## src/rtl/adc_channel_trailer_bunch_parser_macros.svh

```systemverilog
// ----------------------------------------------------------------------------
// Assertion macros for the channel trailer and bunch parser
// Shared implication forms used by the top-level checks.
// ----------------------------------------------------------------------------
`ifndef ADC_CHANNEL_TRAILER_BUNCH_PARSER_MACROS_SVH
`define ADC_CHANNEL_TRAILER_BUNCH_PARSER_MACROS_SVH

// Same-cycle implication, disabled while reset is asserted.
`define ACTB_ASSERT_IMPL(lbl, clk, rst_n, ante, cons, msg) \
  lbl: assert property (@(posedge clk) disable iff (!(rst_n)) (ante) |-> (cons)) \
    else $error(msg);

// Next-cycle implication, disabled while reset is asserted.
`define ACTB_ASSERT_NEXT(lbl, clk, rst_n, ante, cons, msg) \
  lbl: assert property (@(posedge clk) disable iff (!(rst_n)) (ante) |=> (cons)) \
    else $error(msg);

`endif

```

## src/rtl/actb_pkg.sv

```systemverilog
// ----------------------------------------------------------------------------
// actb_pkg
// Widths, markers, result codes and the queue entry for the trailer parser.
// ----------------------------------------------------------------------------
package actb_pkg;

  localparam int unsigned WordW = 10;
  localparam int unsigned AddrW = 12;
  localparam int unsigned KindW = 2;
  localparam int unsigned ErrW  = 3;

  localparam logic [WordW-1:0] Marker2AA = 10'h2AA;
  localparam logic [3:0]       MarkA     = 4'hA;

  typedef enum logic [KindW-1:0] {
    KindSample = 2'd0,
    KindEnd    = 2'd1,
    KindError  = 2'd2
  } kind_e;

  typedef enum logic [ErrW-1:0] {
    ErrNone    = 3'd0,
    ErrTrailer = 3'd1,
    ErrMarkHi  = 3'd2,
    ErrMarkMid = 3'd3,
    ErrFill    = 3'd4,
    ErrShort   = 3'd5,
    ErrTime    = 3'd6
  } err_e;

  // Word plus the pre-decoded marker and length flags computed at the front.
  typedef struct packed {
    logic [WordW-1:0] word;
    logic             is_marker;
    logic             hi_mark;
    logic             mid_mark;
    logic             short_len;
  } entry_t;

  typedef struct packed {
    logic load;
    logic load_last;
    logic expect_trailer;
  } back_status_t;

endpackage

```

## src/rtl/actb_if.sv

```systemverilog
// ----------------------------------------------------------------------------
// actb_if
// Valid/ready channels for readout words in and parsed results out.
// ----------------------------------------------------------------------------
interface actb_in_if;
  logic                       valid;
  logic                       ready;
  logic [actb_pkg::WordW-1:0] word;

  modport source(output valid, output word, input ready);
  modport sink(input valid, input word, output ready);
endinterface

interface actb_out_if;
  logic                       valid;
  logic                       ready;
  logic [actb_pkg::KindW-1:0] kind;
  logic [actb_pkg::AddrW-1:0] channel_address;
  logic [actb_pkg::WordW-1:0] time_bin;
  logic [actb_pkg::WordW-1:0] value;
  logic                       last_in_channel;
  logic [actb_pkg::ErrW-1:0]  error_code;

  modport source(output valid, output kind, output channel_address, output time_bin,
                 output value, output last_in_channel, output error_code, input ready);
  modport sink(input valid, input kind, input channel_address, input time_bin,
               input value, input last_in_channel, input error_code, output ready);
endinterface

```

## src/rtl/actb_front.sv

```systemverilog
// ----------------------------------------------------------------------------
// actb_front
// Accepts readout words and tags them with marker and length flags.
// ----------------------------------------------------------------------------
module actb_front (
  actb_in_if.sink          in_i,
  input  logic             full_i,
  output logic             push_o,
  output actb_pkg::entry_t entry_o
);

  assign in_i.ready = !full_i;
  assign push_o     = in_i.valid && !full_i;

  always_comb begin
    entry_o.word      = in_i.word;
    entry_o.is_marker = (in_i.word == actb_pkg::Marker2AA);
    entry_o.hi_mark   = (in_i.word[9:6] == actb_pkg::MarkA);
    entry_o.mid_mark  = (in_i.word[5:2] == actb_pkg::MarkA);
    entry_o.short_len = (in_i.word < 10'd2);
  end

endmodule

```

## src/rtl/actb_queue.sv

```systemverilog
// ----------------------------------------------------------------------------
// actb_queue
// Small register FIFO between the front and the parser back end.
// ----------------------------------------------------------------------------
module actb_queue #(
  parameter int unsigned Depth = 4
) (
  input  logic             clk_i,
  input  logic             rst_ni,
  input  logic             push_i,
  input  actb_pkg::entry_t entry_i,
  input  logic             pop_i,
  output logic             full_o,
  output logic             head_valid_o,
  output actb_pkg::entry_t head_o
);

  localparam int unsigned PtrW = (Depth > 1) ? $clog2(Depth) : 1;
  localparam int unsigned CntW = $clog2(Depth + 1);

  actb_pkg::entry_t mem_q [Depth];
  logic [PtrW-1:0]  wr_ptr_q, wr_ptr_d;
  logic [PtrW-1:0]  rd_ptr_q, rd_ptr_d;
  logic [CntW-1:0]  cnt_q, cnt_d;

  assign full_o       = (cnt_q == CntW'(Depth));
  assign head_valid_o = (cnt_q != '0);
  assign head_o       = mem_q[rd_ptr_q];

  always_comb begin
    wr_ptr_d = wr_ptr_q;
    rd_ptr_d = rd_ptr_q;
    cnt_d    = cnt_q;
    if (push_i) begin
      wr_ptr_d = (wr_ptr_q == PtrW'(Depth - 1)) ? '0 : wr_ptr_q + PtrW'(1);
    end
    if (pop_i) begin
      rd_ptr_d = (rd_ptr_q == PtrW'(Depth - 1)) ? '0 : rd_ptr_q + PtrW'(1);
    end
    if (push_i && !pop_i) begin
      cnt_d = cnt_q + CntW'(1);
    end else if (pop_i && !push_i) begin
      cnt_d = cnt_q - CntW'(1);
    end
  end

  always_ff @(posedge clk_i or negedge rst_ni) begin
    if (!rst_ni) begin
      wr_ptr_q <= '0;
      rd_ptr_q <= '0;
      cnt_q    <= '0;
    end else begin
      wr_ptr_q <= wr_ptr_d;
      rd_ptr_q <= rd_ptr_d;
      cnt_q    <= cnt_d;
    end
  end

  always_ff @(posedge clk_i) begin
    if (push_i) begin
      mem_q[wr_ptr_q] <= entry_i;
    end
  end

endmodule

```

## src/rtl/actb_back.sv

```systemverilog
// ----------------------------------------------------------------------------
// actb_back
// Trailer, fill and bunch state machine with a registered result stage.
// ----------------------------------------------------------------------------
module actb_back (
  input  logic                   clk_i,
  input  logic                   rst_ni,
  input  logic                   head_valid_i,
  input  actb_pkg::entry_t       head_i,
  output logic                   pop_o,
  output actb_pkg::back_status_t status_o,
  actb_out_if.source             out_o
);

  localparam logic [2:0] PhT0     = 3'd0;
  localparam logic [2:0] PhT1     = 3'd1;
  localparam logic [2:0] PhT2     = 3'd2;
  localparam logic [2:0] PhT3     = 3'd3;
  localparam logic [2:0] PhFill   = 3'd4;
  localparam logic [2:0] PhBlen   = 3'd5;
  localparam logic [2:0] PhBtime  = 3'd6;
  localparam logic [2:0] PhSample = 3'd7;

  logic [2:0]                 phase_q, phase_d;
  logic [9:0]                 count_q, count_d;
  logic [9:0]                 words_q, words_d;
  logic [1:0]                 fill_q, fill_d;
  logic [9:0]                 bunch_q, bunch_d;
  logic [9:0]                 time_q, time_d;
  logic [11:0]                addr_q, addr_d;

  logic                       out_valid_q, out_valid_d;
  actb_pkg::kind_e            kind_q, kind_d;
  logic [11:0]                raddr_q, raddr_d;
  logic [9:0]                 tbin_q, tbin_d;
  logic [9:0]                 val_q, val_d;
  logic                       last_q, last_d;
  actb_pkg::err_e             err_q, err_d;

  logic                       slot_free;
  logic                       load;
  logic [9:0]                 w;

  assign slot_free = !out_valid_q || out_o.ready;
  assign pop_o     = head_valid_i && slot_free;
  assign w         = head_i.word;

  always_comb begin
    phase_d = phase_q;
    count_d = count_q;
    words_d = words_q;
    fill_d  = fill_q;
    bunch_d = bunch_q;
    time_d  = time_q;
    addr_d  = addr_q;
    load    = 1'b0;
    kind_d  = actb_pkg::KindError;
    raddr_d = addr_q;
    tbin_d  = '0;
    val_d   = w;
    last_d  = 1'b1;
    err_d   = actb_pkg::ErrNone;

    if (pop_o) begin
      unique case (phase_q)
        PhT0: begin
          if (!head_i.is_marker) begin
            load    = 1'b1;
            raddr_d = '0;
            err_d   = actb_pkg::ErrTrailer;
            phase_d = PhT0;
          end else begin
            phase_d = PhT1;
          end
        end
        PhT1: begin
          if (!head_i.hi_mark) begin
            load    = 1'b1;
            raddr_d = '0;
            err_d   = actb_pkg::ErrMarkHi;
            phase_d = PhT0;
          end else begin
            count_d = {w[5:0], 4'd0};
            phase_d = PhT2;
          end
        end
        PhT2: begin
          count_d = {count_q[9:4], w[9:6]};
          if (!head_i.mid_mark) begin
            load    = 1'b1;
            raddr_d = '0;
            err_d   = actb_pkg::ErrMarkMid;
            phase_d = PhT0;
          end else begin
            addr_d  = {w[1:0], 10'd0};
            phase_d = PhT3;
          end
        end
        PhT3: begin
          addr_d  = {addr_q[11:10], w};
          words_d = count_q;
          fill_d  = 2'd0 - count_q[1:0];
          if (count_q[1:0] != 2'd0) begin
            phase_d = PhFill;
          end else if (count_q == '0) begin
            // empty channel: close straight away
            load    = 1'b1;
            kind_d  = actb_pkg::KindEnd;
            raddr_d = {addr_q[11:10], w};
            val_d   = count_q;
            phase_d = PhT0;
          end else begin
            phase_d = PhBlen;
          end
        end
        PhFill: begin
          if (!head_i.is_marker) begin
            load    = 1'b1;
            err_d   = actb_pkg::ErrFill;
            phase_d = PhT0;
          end else begin
            fill_d = fill_q - 2'd1;
            if (fill_q == 2'd1) begin
              phase_d = PhBlen;
            end
          end
        end
        PhBlen: begin
          if (head_i.short_len) begin
            load    = 1'b1;
            err_d   = actb_pkg::ErrShort;
            phase_d = PhT0;
          end else begin
            // saturate when the bunch overruns the channel
            words_d = (words_q > w) ? (words_q - w) : '0;
            bunch_d = w - 10'd2;
            phase_d = PhBtime;
          end
        end
        PhBtime: begin
          if (bunch_q == '0) begin
            if (words_q == '0) begin
              load    = 1'b1;
              kind_d  = actb_pkg::KindEnd;
              val_d   = count_q;
              phase_d = PhT0;
            end else begin
              phase_d = PhBlen;
            end
          end else if ((bunch_q - 10'd1) > w) begin
            load    = 1'b1;
            err_d   = actb_pkg::ErrTime;
            phase_d = PhT0;
          end else begin
            time_d  = w;
            phase_d = PhSample;
          end
        end
        PhSample: begin
          load    = 1'b1;
          kind_d  = actb_pkg::KindSample;
          tbin_d  = time_q;
          last_d  = 1'b0;
          bunch_d = bunch_q - 10'd1;
          if (bunch_q == 10'd1) begin
            if (words_q == '0) begin
              last_d  = 1'b1;
              phase_d = PhT0;
            end else begin
              phase_d = PhBlen;
            end
          end else if (time_q != '0) begin
            time_d = time_q - 10'd1;
          end
        end
        default: begin
          phase_d = PhT0;
        end
      endcase
    end

    if (load) begin
      out_valid_d = 1'b1;
    end else if (out_o.ready) begin
      out_valid_d = 1'b0;
    end else begin
      out_valid_d = out_valid_q;
    end
  end

  always_ff @(posedge clk_i or negedge rst_ni) begin
    if (!rst_ni) begin
      phase_q     <= PhT0;
      out_valid_q <= 1'b0;
    end else begin
      phase_q     <= phase_d;
      out_valid_q <= out_valid_d;
    end
  end

  always_ff @(posedge clk_i) begin
    count_q <= count_d;
    words_q <= words_d;
    fill_q  <= fill_d;
    bunch_q <= bunch_d;
    time_q  <= time_d;
    addr_q  <= addr_d;
    if (load) begin
      kind_q  <= kind_d;
      raddr_q <= raddr_d;
      tbin_q  <= tbin_d;
      val_q   <= val_d;
      last_q  <= last_d;
      err_q   <= err_d;
    end
  end

  assign out_o.valid           = out_valid_q;
  assign out_o.kind            = kind_q;
  assign out_o.channel_address = raddr_q;
  assign out_o.time_bin        = tbin_q;
  assign out_o.value           = val_q;
  assign out_o.last_in_channel = last_q;
  assign out_o.error_code      = err_q;

  always_comb begin
    status_o.load           = load;
    status_o.load_last      = load && last_d;
    status_o.expect_trailer = (phase_q == PhT0);
  end

endmodule

```

## src/rtl/adc_channel_trailer_bunch_parser.sv

```systemverilog
// ----------------------------------------------------------------------------
// adc_channel_trailer_bunch_parser
// Decodes channel trailers, fill words and bunches from reversed readout words.
// ----------------------------------------------------------------------------
// Usage:
//   in_i  carries one 10-bit readout word per beat, last-written word first.
//   out_o carries at most one result per input beat: a sample with address
//   and time bin, a channel end without sample, or an error code.
//   Words that only advance the trailer, fill or bunch header give no beat.
// Path: an accepted word is written into the queue; the parser then takes
//   it from the queue head and loads any result into the result register,
//   which drives out_o.
// Throughput: one word per cycle while out_o.ready is high; the parser
//   handles one queue entry per cycle with compares and counter updates only.
// Stall: when out_o.ready is low the result register holds its beat, the
//   parser stops popping, and the word queue (QueueDepth entries) absorbs
//   input until it fills and in_i.ready falls.
// Reset: the queue empties, the result register clears and the parser waits
//   for the first trailer word. Any error returns it to that point.
// ----------------------------------------------------------------------------
`include "adc_channel_trailer_bunch_parser_macros.svh"

module adc_channel_trailer_bunch_parser #(
  parameter int unsigned QueueDepth = 4
) (
  input  logic      clk_i,
  input  logic      rst_ni,
  actb_in_if.sink   in_i,
  actb_out_if.source out_o
);

  logic                   q_full;
  logic                   q_push;
  actb_pkg::entry_t       q_entry;
  logic                   q_pop;
  logic                   q_head_valid;
  actb_pkg::entry_t       q_head;
  actb_pkg::back_status_t back_st;

  actb_front u_front (
    .in_i    (in_i),
    .full_i  (q_full),
    .push_o  (q_push),
    .entry_o (q_entry)
  );

  actb_queue #(
    .Depth (QueueDepth)
  ) u_queue (
    .clk_i        (clk_i),
    .rst_ni       (rst_ni),
    .push_i       (q_push),
    .entry_i      (q_entry),
    .pop_i        (q_pop),
    .full_o       (q_full),
    .head_valid_o (q_head_valid),
    .head_o       (q_head)
  );

  actb_back u_back (
    .clk_i        (clk_i),
    .rst_ni       (rst_ni),
    .head_valid_i (q_head_valid),
    .head_i       (q_head),
    .pop_o        (q_pop),
    .status_o     (back_st),
    .out_o        (out_o)
  );

  `ACTB_ASSERT_NEXT(a_close_rearms, clk_i, rst_ni,
    back_st.load_last, back_st.expect_trailer,
    "channel close did not return to trailer search")
  `ACTB_ASSERT_IMPL(a_error_closes, clk_i, rst_ni,
    out_o.valid && (out_o.kind == actb_pkg::KindError),
    out_o.last_in_channel && (out_o.time_bin == '0),
    "error result must close the channel with time bin zero")
  `ACTB_ASSERT_IMPL(a_end_clean, clk_i, rst_ni,
    out_o.valid && (out_o.kind == actb_pkg::KindEnd),
    out_o.last_in_channel && (out_o.error_code == actb_pkg::ErrNone),
    "channel end must close without error code")
  `ACTB_ASSERT_IMPL(a_sample_clean, clk_i, rst_ni,
    out_o.valid && (out_o.kind == actb_pkg::KindSample),
    out_o.error_code == actb_pkg::ErrNone,
    "sample carries an error code")

endmodule
```

## src/flat_wrapper.sv

```systemverilog
// flat-port wrapper written by rule: the top's interface ports become plain ports
module adc_channel_trailer_bunch_parser_flat 
#(
  parameter int unsigned QueueDepth = 4
)
  (clk_i, rst_ni, in_i_valid, in_i_word, in_i_ready, out_o_valid, out_o_kind, out_o_channel_address, out_o_time_bin, out_o_value, out_o_last_in_channel, out_o_error_code, out_o_ready);
  actb_in_if in_i_i ();
  actb_out_if out_o_i ();
  input  logic clk_i;
  input  logic rst_ni;
  input wire logic [$bits(in_i_i.valid)-1:0] in_i_valid;
  input wire logic [$bits(in_i_i.word)-1:0] in_i_word;
  output wire logic [$bits(in_i_i.ready)-1:0] in_i_ready;
  output wire logic [$bits(out_o_i.valid)-1:0] out_o_valid;
  output wire logic [$bits(out_o_i.kind)-1:0] out_o_kind;
  output wire logic [$bits(out_o_i.channel_address)-1:0] out_o_channel_address;
  output wire logic [$bits(out_o_i.time_bin)-1:0] out_o_time_bin;
  output wire logic [$bits(out_o_i.value)-1:0] out_o_value;
  output wire logic [$bits(out_o_i.last_in_channel)-1:0] out_o_last_in_channel;
  output wire logic [$bits(out_o_i.error_code)-1:0] out_o_error_code;
  input wire logic [$bits(out_o_i.ready)-1:0] out_o_ready;
  assign in_i_i.valid = in_i_valid;
  assign in_i_i.word = in_i_word;
  assign in_i_ready = in_i_i.ready;
  assign out_o_valid = out_o_i.valid;
  assign out_o_kind = out_o_i.kind;
  assign out_o_channel_address = out_o_i.channel_address;
  assign out_o_time_bin = out_o_i.time_bin;
  assign out_o_value = out_o_i.value;
  assign out_o_last_in_channel = out_o_i.last_in_channel;
  assign out_o_error_code = out_o_i.error_code;
  assign out_o_i.ready = out_o_ready;
  adc_channel_trailer_bunch_parser #(.QueueDepth(QueueDepth)) u_core (.clk_i(clk_i), .rst_ni(rst_ni), .in_i(in_i_i), .out_o(out_o_i));
endmodule
```

## config.mk

```make
export PLATFORM = sky130hd
export DESIGN_NAME = adc_channel_trailer_bunch_parser_flat
export DESIGN_NICKNAME = d
export VERILOG_FILES = /design/src/rtl/actb_pkg.sv /design/src/rtl/actb_if.sv /design/src/rtl/actb_front.sv /design/src/rtl/actb_queue.sv /design/src/rtl/actb_back.sv /design/src/rtl/adc_channel_trailer_bunch_parser.sv /design/src/flat_wrapper.sv
export VERILOG_INCLUDE_DIRS = /design/src /design/src/rtl
export SDC_FILE = /design/constraint.sdc
export NUM_CORES = 1
export LEC_CHECK = 0
export BUFFER_PORTS_ARGS = -buffer_cell sky130_fd_sc_hd__buf_2
export CAP_MARGIN = 5
export CORE_MARGIN = 1.5
export CORE_UTILIZATION = 30
export CTS_CLUSTER_DIAMETER = 80
export CTS_CLUSTER_SIZE = 14
export DETAILED_ROUTE_END_ITERATION = 8
export PLACE_DENSITY_LB_ADDON = 0.12
export SYNTH_ARGS = -nofsm -noshare
export SYNTH_HDL_FRONTEND = slang
export SYNTH_SLANG_ARGS = --single-unit
```

## constraint.sdc

```tcl
create_clock -name clk_i -period 12.8 [get_ports clk_i]
set_input_delay 0.64 -clock clk_i [delete_from_list [all_inputs] [get_ports clk_i]]
set_output_delay 0.64 -clock clk_i [all_outputs]
set_load 0.05 [all_outputs]
```

==> impl_metrics.py <==
metrics = {
    "run_status": {
        "outcome": "finished clean",
    },
    "timing": {
        "tightestPinTransition_ps": 973,
        "period_minus_slack_ps": 4740,
        "hold_viol_final": 0,
        "finalCritPeriodShare_pct": 37.0,
        "rsz0062_at_grt": "no",
        "maxSlewHeadroom_pct": 35.1,
        "drv_slew": 0,
        "fin_tns_setup_ps": 0,
        "final.setup.worst_slack_ps": 8060,
        "setup_violations": 0,
        "fmax_ghz": 0.211,
        "skew_ps": 6.84,
    },
    "global_routing": {
        "grtUsageTotal_pct": 16.5,
        "overflow": 0,
        "grt_first_pass_wirelength_mm": 32.2,
        "grt_antenna_before_repair": 1,
        "first_global_vias": 5330,
        "grt_max_degree": 29,
    },
    "synthesis": {
        "async_flop_share_pct": 6.92,
        "ys_seq_area_share_pct": 60.0,
        "syn_area_um2": 7860,
        "yosys.cell_types.count": 59,
        "synth_area_leaders": "edfxtp_1 (57%), ha_1 (5.1%), dfrtp_1 (3.5%)",
        "ys_ff_latch": 159,
        "syn_inst": 627,
        "yosysWarnings": 0,
        "synth-edff-count": 148,
        "synth-main-ff-cell": "edfxtp_1",
        "avgSynthCellArea_um2": 12.5,
        "synth_nets": 675,
        "yosys.area.top_type_share_pct": 56.5,
        "yosysTopAreaCell": "edfxtp_1",
    },
    "die": {
        "start_util_pct": 30.3,
        "dieHeight_um": 165,
        "die_w_um": 165,
        "die_area_um2": 27200,
        "num_rows": 59,
        "io_pins": 54,
        "coreArea_um2": 25900,
    },
    "place": {
        "dp_worst_setup_slack_ps": 8030,
        "gp_congestion": 0.943,
        "dp_hpwl_mm": 16.2,
        "portBuffers": 53,
    },
    "clock_network": {
        "cts_sinks": 159,
        "cts_tree": "built",
        "cts_resized": 0,
        "post_cts.repair.setup_buffers": 0,
        "cts_htree_levels": 4,
        "cts_hold_buf": 0,
        "root_buffer": "clkbuf_16",
        "cts_made_buffers": 17,
        "clk_path_buf_depth": 2,
        "clk_pin_slew_ps": 60,
        "insertion_delay_ps": 430,
    },
    "power_and_ir_drop": {
        "p_per_area_nw_per_um2": 292,
        "p_sw_uw": 1170,
        "peakVddDrop_uv": 155,
        "clkPwrFrac_pct": 18.7,
        "seqPwrFrac_pct": 34.8,
        "power_frac_comb_pct": 46.6,
        "switching_share_pct": 44.2,
        "p_int_uw": 1470,
        "leakagePower_uw": 0.00331,
    },
    "drt": {
        "wl_per_cell_um": 20.7,
        "vias": 5334,
        "vias_per_cell": 5.17,
        "ant_nets": 0,
        "drt_iter0_drc": 298,
        "first_pass_iters": 4,
        "routed_wl_mm": 21.4,
        "drc": 0,
    },
    "layout": {
        "final_common_cell": "edfxtp_1",
        "layout_common_cells": "edfxtp_1 (148), nor2_1 (67), nand2_1 (54), buf_2 (53), o21ai_0 (34)",
        "drive_above_1_share_pct": 15.9,
        "n_antenna_cell": 0,
        "finalNetCount": 732,
        "areaGrowthSynthToFinish_pct": 15.3,
    },
    "worst_setup_path": {
        "cp_max_fo": 25,
        "end_kind": "flop",
        "required_ps": 12950,
        "arrival_ps": 4880,
        "path_class": "flop to flop",
        "start_kind": "flop",
        "crit_chain": "mux4_1, inv_1, ha_1, a41oi_1, o21ai_0, a2111oi_0, or4_1, a41oi_4, buf_4",
        "critical-path-max-stage-delay_ps": 990,
        "slowest_stage": "dfrtp_1",
    },
    "hold_path": {
        "hold_path_class": "input port to async pin",
    },
    "flow_run": {
        "cap_violations": 0,
    },
}
## final cells by class
| cell class | instances | area (um2) |
|---|---|---|
| fillers | 2529 | 16800 |
| flip-flops and latches | 159 | 4720 |
| multi-input cells | 418 | 2940 |
| clock buffers | 18 | 439 |
| well taps | 335 | 419 |
| repair buffers | 58 | 303 |
| clock inverters | 14 | 134 |
| inverters | 30 | 113 |
## final timing paths
kind,start,to,slack [ps],depth (start not counted)
min in group clk_i,in_i_word[9],u_core.u_queue.mem_q[3][13],460,1
min,rst_ni,u_core.u_back.phase_q[2],80,1
max in group asynchronous,rst_ni,u_core.u_back.phase_q[1],12500,1
max reg2reg,u_core.u_queue.rd_ptr_q[0],u_core.u_back.out_o.channel_address[8],8060,9
min reg2reg,u_core.u_back.out_o.valid,u_core.u_back.out_o.valid,510,1
max,u_core.u_queue.rd_ptr_q[0],u_core.u_back.out_o.channel_address[8],8060,9
## logic make-up (layout without fill, tap and decap cells)
kind of cell,count (synthesis),in the layout,share of synthesized area [%]
AOI/OAI and AO/OA,126,126,10.5
and+or+nand+nor,205,205,12.5
xor gates and xnor gates,28,28,3.12
buffers and inverters,50,120,2.75
adders and majority gates,34,34,5.60
muxes,25,25,5.55
DFF,159,159,60.0
## through the flow
stage | instance area [um2] | cells | hold slack [ps] | util, % | total power (uW)
6_report | 9060 | 1032 | 82.9 | 35.0 | 2640
5_1_grt | 9060 | 1032 | 81.2 | 35.0 | 2800
4_1_cts | 9060 | 1032 | 76.6 | 35.0 | 2670
3_5_place_dp | 8490 | 1000 | 495 | 32.8 | 2170
3_3_place_gp | 8490 | 1000 | 481 | 32.8 | 2150
2_1_floorplan | 7860 | 627 | 344 | - | 1800
## worst max-delay path: cells and delay by family (launching register included)
kind	cells	cell delay, ps
muxes	1	810
DFF	1	990
AOI/OAI and AO/OA	4	1470
buffers and inverters	2	580
adders and majority gates	1	280
and+or+nand+nor	1	310
## sequential cells by signal (all words and copies together), names as in the netlist
signal,count
u_core.u_back.words_q,10
u_core.u_back.out_o.error_code,3
u_core.u_back.fill_q,2
u_core.u_back.out_o.last_in_channel,1
u_core.u_back.out_o.kind,2
u_core.u_queue.cnt_q,3
u_core.u_queue.wr_ptr_q,2
u_core.u_back.addr_q,12
u_core.u_back.out_o.time_bin,10
u_core.u_back.out_o.valid,1
u_core.u_back.count_q,10
u_core.u_back.bunch_q,10
u_core.u_back.out_o.value,10
u_core.u_back.phase_q,3
u_core.u_queue.mem_q,56
u_core.u_queue.rd_ptr_q,2
u_core.u_back.out_o.channel_address,12
u_core.u_back.time_q,10
## synth_stat cells, types with 5 or more instances
cell type / count
nand2_1: 54
edfxtp_1: 148
dfrtp_1: 11
a21oi_1: 31
nand3_1: 10
clkbuf_1: 12
nand4_1: 6
nor3_1: 15
a22o_1: 17
buf_2: 5
a211oi_1: 5
mux4_2: 9
nand2b_1: 5
inv_1: 29
mux2i_1: 5
nor2_1: 67
ha_1: 32
nor4_1: 10
a31oi_1: 5
and2_1: 5
xor2_1: 12
o21ai_0: 34
and3_1: 15
mux2_2: 7
xnor2_1: 16
## power by group through the flow
stage | clock (uW) | sequential [uW] | combinational [uW]
2_1_floorplan | 0 | 1100 | 701
3_3_place_gp | 0 | 927 | 1220
3_5_place_dp | 0 | 933 | 1230
4_1_cts | 505 | 923 | 1240
5_1_grt | 527 | 940 | 1330
6_report | 494 | 919 | 1230
## metal layers
metal	vias up	share of wire, %	wire (um)	global-route usage (%)
met5	-	0	0	0
met1	2648	43	9190	20.3
met4	0	3.0	633	6.47
li1	2485	-	-	-
met3	35	4.7	1000	3.82
met2	166	49	10600	28.1
(Power assumes the default switching activity.)
